`config.mk`:
```
export PLATFORM = sky130hd
export DESIGN_NAME = binary_image_to_page_bytes
export DESIGN_NICKNAME = d
export VERILOG_FILES = /design/src/rtl/bitp_pkg.sv /design/src/rtl/bitp_front.sv /design/src/rtl/bitp_cmdq.sv /design/src/rtl/bitp_back.sv /design/src/rtl/binary_image_to_page_bytes.sv
export SDC_FILE = /design/constraint.sdc
export NUM_CORES = 1
export LEC_CHECK = 0
export ABC_AREA = 1
export ABC_CLOCK_PERIOD_IN_PS = 8500
export BUFFER_PORTS_ARGS = -buffer_cell sky130_fd_sc_hd__buf_2
export CAP_MARGIN = 40
export CORE_UTILIZATION = 65
export CTS_CLUSTER_SIZE = 30
export DETAILED_ROUTE_END_ITERATION = 6
export PLACE_DENSITY = 0.82
export SYNTH_ARGS = -nofsm -noshare
export SYNTH_HDL_FRONTEND = slang
export SYNTH_HIERARCHICAL = 1
export SYNTH_SLANG_ARGS = --single-unit
```
`constraint.sdc`:
```
create_clock -name clk -period 8.5 [get_ports clk]
set_input_delay 0.85 -clock clk [delete_from_list [all_inputs] [get_ports clk]]
set_output_delay 0.85 -clock clk [all_outputs]
set_load 0.02 [all_outputs]
```
`src/rtl/bitp_pkg.sv`:
```
// bitp_pkg: shared types and constants for the page byte converter
// used by bitp_front, bitp_cmdq, bitp_back and binary_image_to_page_bytes
// no dependencies
package bitp_pkg;

    localparam int DEF_IMAGE_WIDTH  = 80;
    localparam int DEF_IMAGE_HEIGHT = 60;
    localparam int CMDQ_DEPTH       = 4;

    localparam logic [1:0] MODE_PIXEL = 2'd0;
    localparam logic [1:0] MODE_LINE  = 2'd1;
    localparam logic [1:0] MODE_SYNC  = 2'd2;

    typedef enum logic {
        CMD_STORE,
        CMD_EMIT
    } cmd_kind_t;

    // sel is the band row for a store, the page for an emit
    typedef struct packed {
        cmd_kind_t  kind;
        logic [2:0] sel;
        logic [7:0] pix;
    } cmd_head_t;

endpackage

```
`src/rtl/bitp_front.sv`:
```
// bitp_front: stream parser, tracks frame, line and byte position
// issues store or emit commands into the command queue
// depends on bitp_pkg
module bitp_front #(
    parameter int IMAGE_WIDTH  = bitp_pkg::DEF_IMAGE_WIDTH,
    parameter int IMAGE_HEIGHT = bitp_pkg::DEF_IMAGE_HEIGHT,
    localparam int BPR = IMAGE_WIDTH / 8,
    localparam int XW  = (BPR > 1) ? $clog2(BPR) : 1
) (
    input  logic                clk,
    input  logic                rst_n,
    input  logic                push,
    input  logic [1:0]          mode,
    input  logic [7:0]          pixel_byte,
    input  logic                cmd_full,
    output logic                full,
    output logic                cmd_push,
    output bitp_pkg::cmd_head_t cmd_head,
    output logic [XW-1:0]       cmd_x
);

    localparam int FULL_ROWS = (IMAGE_HEIGHT / 8) * 8;
    localparam int ROW_CAP   = FULL_ROWS + 1;
    localparam int BYTE_CAP  = BPR + 1;
    localparam int RCW       = $clog2(ROW_CAP + 1);
    localparam int BCW       = $clog2(BYTE_CAP + 1);

    logic [RCW-1:0] row_count_reg, row_count_next;
    logic [BCW-1:0] byte_count_reg, byte_count_next;
    logic           show_frame_reg, show_frame_next;
    logic           line_open_reg, line_open_next;

    logic           accept;
    logic           cmd_valid;
    logic [RCW-1:0] row;
    logic [RCW+5:0] row_ext;
    logic [BCW-1:0] bx;

    assign accept   = push && !cmd_full;
    assign full     = cmd_full;
    assign cmd_push = accept && cmd_valid;
    assign row      = row_count_reg - RCW'(1);
    assign row_ext  = {6'b0, row};
    assign bx       = byte_count_reg - BCW'(1);

    always_comb
    begin
        row_count_next  = row_count_reg;
        byte_count_next = byte_count_reg;
        show_frame_next = show_frame_reg;
        line_open_next  = line_open_reg;
        cmd_valid       = 1'b0;
        cmd_head        = '0;
        cmd_x           = bx[XW-1:0];
        case (mode)
            bitp_pkg::MODE_SYNC:
            begin
                show_frame_next = !show_frame_reg;
                line_open_next  = 1'b0;
                row_count_next  = '0;
                byte_count_next = '0;
            end
            bitp_pkg::MODE_LINE:
            begin
                if (row_count_reg < RCW'(ROW_CAP))
                begin
                    row_count_next = row_count_reg + RCW'(1);
                end
                byte_count_next = '0;
                line_open_next  = 1'b1;
            end
            bitp_pkg::MODE_PIXEL:
            begin
                if (line_open_reg && row_count_reg != '0)
                begin
                    if (byte_count_reg < BCW'(BYTE_CAP))
                    begin
                        byte_count_next = byte_count_reg + BCW'(1);
                    end
                    // skip dummy byte, extra bytes and rows past last page
                    if (byte_count_reg != '0 && byte_count_reg <= BCW'(BPR)
                        && row < RCW'(FULL_ROWS))
                    begin
                        cmd_head.pix = pixel_byte;
                        if (row[2:0] != 3'd7)
                        begin
                            cmd_valid     = 1'b1;
                            cmd_head.kind = bitp_pkg::CMD_STORE;
                            cmd_head.sel  = row[2:0];
                        end
                        else if (show_frame_reg)
                        begin
                            cmd_valid     = 1'b1;
                            cmd_head.kind = bitp_pkg::CMD_EMIT;
                            cmd_head.sel  = row_ext[5:3];
                        end
                    end
                end
            end
            default:
            begin
            end
        endcase
    end

    always_ff @(posedge clk or negedge rst_n)
    begin
        if (!rst_n)
        begin
            row_count_reg  <= '0;
            byte_count_reg <= '0;
            show_frame_reg <= 1'b1;
            line_open_reg  <= 1'b0;
        end
        else if (accept)
        begin
            row_count_reg  <= row_count_next;
            byte_count_reg <= byte_count_next;
            show_frame_reg <= show_frame_next;
            line_open_reg  <= line_open_next;
        end
    end

endmodule

```
`src/rtl/bitp_cmdq.sv`:
```
// bitp_cmdq: small command queue between parser and band store
// depends on bitp_pkg
module bitp_cmdq #(
    parameter int DATA_W = 1,
    parameter int DEPTH  = bitp_pkg::CMDQ_DEPTH
) (
    input  logic              clk,
    input  logic              rst_n,
    input  logic              push,
    input  logic [DATA_W-1:0] wdata,
    output logic              full,
    input  logic              pop,
    output logic [DATA_W-1:0] rdata,
    output logic              empty
);

    localparam int PW = (DEPTH > 1) ? $clog2(DEPTH) : 1;
    localparam int CW = $clog2(DEPTH + 1);

    logic [DATA_W-1:0] slot_reg [DEPTH];
    logic [PW-1:0]     wr_ptr_reg, rd_ptr_reg;
    logic [CW-1:0]     count_reg;
    logic              do_push, do_pop;

    assign full    = count_reg == CW'(DEPTH);
    assign empty   = count_reg == '0;
    assign do_push = push && !full;
    assign do_pop  = pop && !empty;
    assign rdata   = slot_reg[rd_ptr_reg];

    always_ff @(posedge clk)
    begin
        if (do_push)
        begin
            slot_reg[wr_ptr_reg] <= wdata;
        end
    end

    always_ff @(posedge clk or negedge rst_n)
    begin
        if (!rst_n)
        begin
            wr_ptr_reg <= '0;
            rd_ptr_reg <= '0;
            count_reg  <= '0;
        end
        else
        begin
            if (do_push)
            begin
                wr_ptr_reg <= (wr_ptr_reg == PW'(DEPTH - 1)) ? '0 : wr_ptr_reg + PW'(1);
            end
            if (do_pop)
            begin
                rd_ptr_reg <= (rd_ptr_reg == PW'(DEPTH - 1)) ? '0 : rd_ptr_reg + PW'(1);
            end
            if (do_push && !do_pop)
            begin
                count_reg <= count_reg + CW'(1);
            end
            else if (do_pop && !do_push)
            begin
                count_reg <= count_reg - CW'(1);
            end
        end
    end

endmodule

```
`src/rtl/bitp_back.sv`:
```
// bitp_back: band store memory and page byte sequencer
// runs store and emit commands, emits eight page bytes per emit
// depends on bitp_pkg
module bitp_back #(
    parameter int IMAGE_WIDTH = bitp_pkg::DEF_IMAGE_WIDTH,
    localparam int BPR = IMAGE_WIDTH / 8,
    localparam int XW  = (BPR > 1) ? $clog2(BPR) : 1
) (
    input  logic                clk,
    input  logic                rst_n,
    input  logic                cmd_empty,
    input  bitp_pkg::cmd_head_t cmd_head,
    input  logic [XW-1:0]       cmd_x,
    output logic                cmd_pop,
    output logic                empty,
    input  logic                pop,
    output logic [2:0]          page,
    output logic [6:0]          column,
    output logic [7:0]          page_byte,
    output logic                last_of_run
);

    typedef enum logic {
        ST_IDLE,
        ST_EMIT
    } state_t;

    state_t         state_reg;
    logic [2:0]     k_reg;
    logic [2:0]     page_reg;
    logic [XW-1:0]  x_reg;
    logic [7:0]     pix_reg;

    logic [55:0]    mem [BPR];
    logic [BPR-1:0] valid_reg;
    logic [55:0]    rd_data_reg;
    logic           rd_valid_reg;

    logic           last_pop, take, take_emit, take_store;
    logic [2:0]     bitpos;
    logic [XW+9:0]  col_ext;
    logic [5:0]     lane_sh;

    assign last_pop   = (state_reg == ST_EMIT) && pop && (k_reg == 3'd7);
    assign take       = !cmd_empty && ((state_reg == ST_IDLE) || last_pop);
    assign take_emit  = take && (cmd_head.kind == bitp_pkg::CMD_EMIT);
    assign take_store = take && (cmd_head.kind == bitp_pkg::CMD_STORE);
    assign cmd_pop    = take;
    assign lane_sh    = {cmd_head.sel, 3'b000};

    // band store, byte lane writes, first write to an entry clears the rest
    always_ff @(posedge clk)
    begin
        if (take_store)
        begin
            if (valid_reg[cmd_x])
            begin
                mem[cmd_x][lane_sh +: 8] <= cmd_head.pix;
            end
            else
            begin
                mem[cmd_x] <= {48'b0, cmd_head.pix} << lane_sh;
            end
        end
        if (take_emit)
        begin
            rd_data_reg  <= mem[cmd_x];
            rd_valid_reg <= valid_reg[cmd_x];
        end
    end

    always_ff @(posedge clk or negedge rst_n)
    begin
        if (!rst_n)
        begin
            valid_reg <= '0;
        end
        else if (take_store)
        begin
            valid_reg[cmd_x] <= 1'b1;
        end
    end

    always_ff @(posedge clk or negedge rst_n)
    begin
        if (!rst_n)
        begin
            state_reg <= ST_IDLE;
            k_reg     <= '0;
            page_reg  <= '0;
            x_reg     <= '0;
            pix_reg   <= '0;
        end
        else
        begin
            case (state_reg)
                ST_IDLE:
                begin
                    if (take_emit)
                    begin
                        state_reg <= ST_EMIT;
                        k_reg     <= '0;
                        page_reg  <= cmd_head.sel;
                        x_reg     <= cmd_x;
                        pix_reg   <= cmd_head.pix;
                    end
                end
                ST_EMIT:
                begin
                    if (pop)
                    begin
                        // wraps to zero after the eighth word
                        k_reg <= k_reg + 3'd1;
                        if (k_reg == 3'd7)
                        begin
                            if (take_emit)
                            begin
                                page_reg <= cmd_head.sel;
                                x_reg    <= cmd_x;
                                pix_reg  <= cmd_head.pix;
                            end
                            else
                            begin
                                state_reg <= ST_IDLE;
                            end
                        end
                    end
                end
                default:
                begin
                    state_reg <= ST_IDLE;
                end
            endcase
        end
    end

    assign empty       = state_reg != ST_EMIT;
    assign bitpos      = 3'd7 - k_reg;
    assign col_ext     = {7'b0, x_reg, k_reg};
    assign column      = col_ext[6:0];
    assign page        = page_reg;
    assign last_of_run = k_reg == 3'd7;

    always_comb
    begin
        logic [7:0] row_byte;
        page_byte = '0;
        for (int j = 0; j < 7; j++)
        begin
            row_byte     = rd_data_reg[8*j +: 8];
            page_byte[j] = row_byte[bitpos] & rd_valid_reg;
        end
        page_byte[7] = pix_reg[bitpos];
    end

endmodule

```
`src/rtl/binary_image_to_page_bytes.sv`:
```
// binary_image_to_page_bytes: camera rows to display page bytes, top level
// built from bitp_front, bitp_cmdq and bitp_back, uses bitp_pkg
//
// input queue side: push with mode and pixel_byte, held off by full
//   mode selects pixel word, line start or frame sync
// result queue side: page, column, page_byte and last_of_run are valid
//   while empty is low, and the word is taken when pop is high
// the parser takes one word per cycle while full is low, and hands store or
//   emit commands to a four deep command queue, so input keeps flowing
//   while results wait; a stored row byte is written in the cycle it is taken
// on the eighth row of a band in a shown frame each pixel word gives eight
//   page words, one per cycle while pop is high; the band store read happens
//   on the cycle the command is taken, so the first word shows in the next
//   cycle; the next emit is taken with the last pop, leaving no gap
// an emit reaches its first result through the queue slot and read register
// if pop stays low, the sequencer holds its word, the command queue fills
//   and full rises; nothing is dropped
// reset clears the band store through per entry valid bits, clears the
//   counters and starts with a shown frame; no clearing pass is needed
module binary_image_to_page_bytes #(
    parameter int IMAGE_WIDTH  = bitp_pkg::DEF_IMAGE_WIDTH,
    parameter int IMAGE_HEIGHT = bitp_pkg::DEF_IMAGE_HEIGHT
) (
    input  logic       clk,
    input  logic       rst_n,
    input  logic       push,
    output logic       full,
    input  logic [1:0] mode,
    input  logic [7:0] pixel_byte,
    output logic       empty,
    input  logic       pop,
    output logic [2:0] page,
    output logic [6:0] column,
    output logic [7:0] page_byte,
    output logic       last_of_run
);

    localparam int BPR    = IMAGE_WIDTH / 8;
    localparam int XW     = (BPR > 1) ? $clog2(BPR) : 1;
    localparam int HEAD_W = $bits(bitp_pkg::cmd_head_t);
    localparam int CMD_W  = HEAD_W + XW;

    logic                cmd_full, cmd_push, cmd_empty, cmd_pop;
    bitp_pkg::cmd_head_t in_head, out_head;
    logic [XW-1:0]       in_x, out_x;
    logic [CMD_W-1:0]    q_wdata, q_rdata;

    assign q_wdata  = {in_head, in_x};
    assign out_head = bitp_pkg::cmd_head_t'(q_rdata[CMD_W-1:XW]);
    assign out_x    = q_rdata[XW-1:0];

    bitp_front #(
        .IMAGE_WIDTH  (IMAGE_WIDTH),
        .IMAGE_HEIGHT (IMAGE_HEIGHT)
    ) u_front (
        .clk        (clk),
        .rst_n      (rst_n),
        .push       (push),
        .mode       (mode),
        .pixel_byte (pixel_byte),
        .cmd_full   (cmd_full),
        .full       (full),
        .cmd_push   (cmd_push),
        .cmd_head   (in_head),
        .cmd_x      (in_x)
    );

    bitp_cmdq #(
        .DATA_W (CMD_W),
        .DEPTH  (bitp_pkg::CMDQ_DEPTH)
    ) u_cmdq (
        .clk   (clk),
        .rst_n (rst_n),
        .push  (cmd_push),
        .wdata (q_wdata),
        .full  (cmd_full),
        .pop   (cmd_pop),
        .rdata (q_rdata),
        .empty (cmd_empty)
    );

    bitp_back #(
        .IMAGE_WIDTH (IMAGE_WIDTH)
    ) u_back (
        .clk         (clk),
        .rst_n       (rst_n),
        .cmd_empty   (cmd_empty),
        .cmd_head    (out_head),
        .cmd_x       (out_x),
        .cmd_pop     (cmd_pop),
        .empty       (empty),
        .pop         (pop),
        .page        (page),
        .column      (column),
        .page_byte   (page_byte),
        .last_of_run (last_of_run)
    );

    // the command queue is never written while full
    a_no_cmd_overflow: assert property (@(posedge clk) disable iff (!rst_n)
        cmd_push |-> !cmd_full)
        else $error("command pushed into full queue");

    // the eighth word of a run sits on the last column of its group
    a_last_column: assert property (@(posedge clk) disable iff (!rst_n)
        (!empty && last_of_run) |-> (column[2:0] == 3'b111))
        else $error("last_of_run on wrong column");

    // inside a run the next word follows on the next column of the same page
    a_run_continues: assert property (@(posedge clk) disable iff (!rst_n)
        (!empty && pop && !last_of_run) |=>
            (!empty && column == $past(column) + 7'd1 && page == $past(page)))
        else $error("run broken");

endmodule

```
==> results.md <==
- Status: finished, final reports clean
- Reg power frac: 38.5%
- Net Sw Frac: 39.3%
- WP data arrival: 6160 ps
- TritonCTS Buffers: 71
- Comb power frac: 36.5%
- Initial core utilization: 66.2%
- Initial DRT Pass Iterations: 6
- Critical Path, Cell by Cell: clkinv_4 -> o211ai_2 -> nand2_1 -> inv_2 -> ha_1 -> ha_1 -> inv_1 -> nand4_1 -> or2_0 -> a21oi_1
- Most common cell after layout, fill and taps aside: edfxtp_1
- Type of origin of the critical path: flop
- Max FO, Critical Path: 27
- Vias in the first global route: 19,400
- Max-slew violations: 0
- Worst R2R Path Depth: 10
- Post-cts resize count: 0
- Area of the core: 45,600 µm²
- Worst path most repeated cell: ha_1
- Die Area: 47,300 µm²
- Synth top area share: 67.7%
- Unrepaired setup endpoints after global routing: false
- Share of cells above drive strength 1: 12.1%
- Worst setup path category: reg -> reg
- Drc violations: 0
- Final hold violations: 0
- Synth area leaders: edfxtp_1, a22oi_1, nand2_1
- Row count: 78
- Final std cells w/o fill: 3,013
- CTS root buf: clkbuf_16
- Post-CTS Setup Bufs: 0
- Synthesized area per cell: 12.9 µm²
- Overflow after GRT: 0
- Clock latency on the worst-skew pair: 600 ps
- WL final: 74,600 µm
- Post-synth EDFFs: 681
- Yosys reg bits: 729
- Post-synth top flop: edfxtp_1
- Area leader, netlist: edfxtp_1
- Slew at the pin with the worst max-slew slack: 996 ps
- Hpwl dp: 45,900 µm
- Leak pwr: 11.7 nW
- Critical Path RT: 8720 ps
- Commonest non-fill, non-tap cells in the layout: edfxtp_1, nand2_1, a22oi_1, nor2_1, o21ai_0
- Worst slack, placed: 2870 ps
- # fillers: 2,814
- Setup ws final: 2560 ps
- Period utilization: 69.9%
- CP max stage delay: 930 ps
- Yosys warning count: 6
- Pin count of the biggest net entering global routing: 68
- Power Density: 354 nW/µm²
- Max clock buf depth: 3
- Layout area overhead: 9.76%
- Placed cell count: 2,890
- Hold WS: 342 ps
- Distinct cells, synth: 43
- Psw: 4.61 mW
- Max_slew headroom: 33.4%
- CTS tree: built
- Routed len/inst: 24.8 µm
- First-pass GRT wire length: 112,000 µm
- Clock Sinks: 729
- Synthesized area: 30,200 µm²
- Die width: 218 µm
- Clk pin slew, worst setup/hold paths: 60 ps
- Post-Syn Instances: 2,332
- Finish-stage setup viols: 0
- Initial antenna violation count: 0
- Max reg flops: 560
- Initial drt markers: 2,943
- Via-to-Cell Ratio: 6.57
- Routed Antenna Nets: 0
- Seq/Total Area, Yosys: 71.7%
- Via count: 19,800
- Slowest-stage cell, CP: dfrtp_1
- TNS Setup: 0 ps
- HP Class: in -> async
- Post-synth ARST share: 6.58%
- Total power: 11.7 mW
- Max Clk Rate: 168 MHz
- Tot GR Track Use: 32.1%
- Hold buffers post-CTS: 0
- Nets: 2,402
- Max VDD drop: 0.279 mV
- H-tree depth: 3
- Die Y: 218 µm
- Mapped Nets: 2,369
- Pint: 7.13 mW
- IO Count: 35
- Final worst path period need: 5940 ps
- CP endpoint kind: flop
- Clock share of power: 25.0%
- Final Wtd Congestion: 0.987
- Total of max-cap violations: 0
- IO buf count: 34
- Clk_skew: 19.9 ps
==> routing by layer <==
layer,routed length (µm),part of all wire [%],global-route usage (%)
met1,27200,37,41.6
met2,35100,47,51.2
met3,8630,12,7.36
met4,3580,4.8,16.5
met5,0,0,0
==> cell type report <==
cell class	instances	area, µm²	share of cell area [%]
sequential	729	21700	65.3
multi-input combinational	1341	7380	22.3
clock buffer	90	1900	5.74
timing repair buffer	102	766	2.31
tap	600	751	2.27
inverter	120	458	1.38
clock inverter	30	228	0.687
antenna	1	2.50	0.00755
==> Yosys cell counts, types with 2 or more instances <==
cell type	count
o22ai_1	9
nor3_1	2
buf_12	3
nor2_1	173
xor2_1	5
o21ai_1	20
edfxtp_1	681
o21ai_0	157
buf_2	38
buf_4	12
clkbuf_1	76
ha_1	22
inv_2	16
nor2_4	2
a31oi_1	7
nand3_2	5
a22oi_1	224
nor2_2	4
nand3_1	96
inv_1	103
a21oi_1	71
nor4_4	2
buf_1	5
nand2_2	29
o211ai_1	65
nand4_1	31
dfrtp_1	47
or2_2	3
o211ai_2	23
nand2_1	382
buf_6	7
==> power by group through the flow <==
stage          combinational, mW  clock (mW)  sequential, mW
3_5_place_dp                4.10           0            4.59
4_1_cts                     4.15        2.96            4.52
6_report                    4.28        2.94            4.52
3_3_place_gp                3.92           0            4.59
2_1_floorplan               2.90           0            4.54
5_1_grt                     4.55        3.10            4.54
==> through the flow <==
step / area (µm²) / utilization (%)
finish: 33100 / 72.7
global route: 33100 / 72.7
CTS: 33100 / 72.7
detailed placement: 31000 / 68.0
global placement: 30800 / 67.5
floorplan: 30200 / -
==> final timing paths <==
kind | from | end | slack [ps]
worst max-delay path | u_cmdq/rd_ptr_reg[1] | u_back/mem[5][2] | 2560
worst min-delay path | rst_n | u_front/row_count_reg[2] | 340
worst max register to register | u_cmdq/rd_ptr_reg[1] | u_back/mem[5][2] | 2560
worst min register to register | u_back/valid_reg[4] | u_back/valid_reg[4] | 470
max in group asynchronous | rst_n | u_cmdq/rd_ptr_reg[0] | 7690
min in group clk | u_back/valid_reg[4] | u_back/valid_reg[4] | 470
==> kinds of logic after synthesis <==
group                    count (synthesis)  share of synthesized area, %
AND/OR/NAND/NOR                        733                          10.5
buffers and inverters                  262                          3.95
XOR/XNOR                                 6                         0.174
flip-flops                             729                          71.7
multiplexers                             1                        0.0373
AO/OA/AOI/OAI                          578                          12.7
adder cells (fa/ha/maj)                 23                         0.978
==> worst max-delay path, delay by kind of cell (launching register included) <==
| family | cells | cell delay [ps] |
|---|---|---|
| simple gates | 3 | 1360 |
| flops | 1 | 930 |
| buf+inv | 3 | 1510 |
| compound gates | 2 | 1010 |
| fa+ha+maj | 2 | 720 |
(Power assumes the default switching activity.)
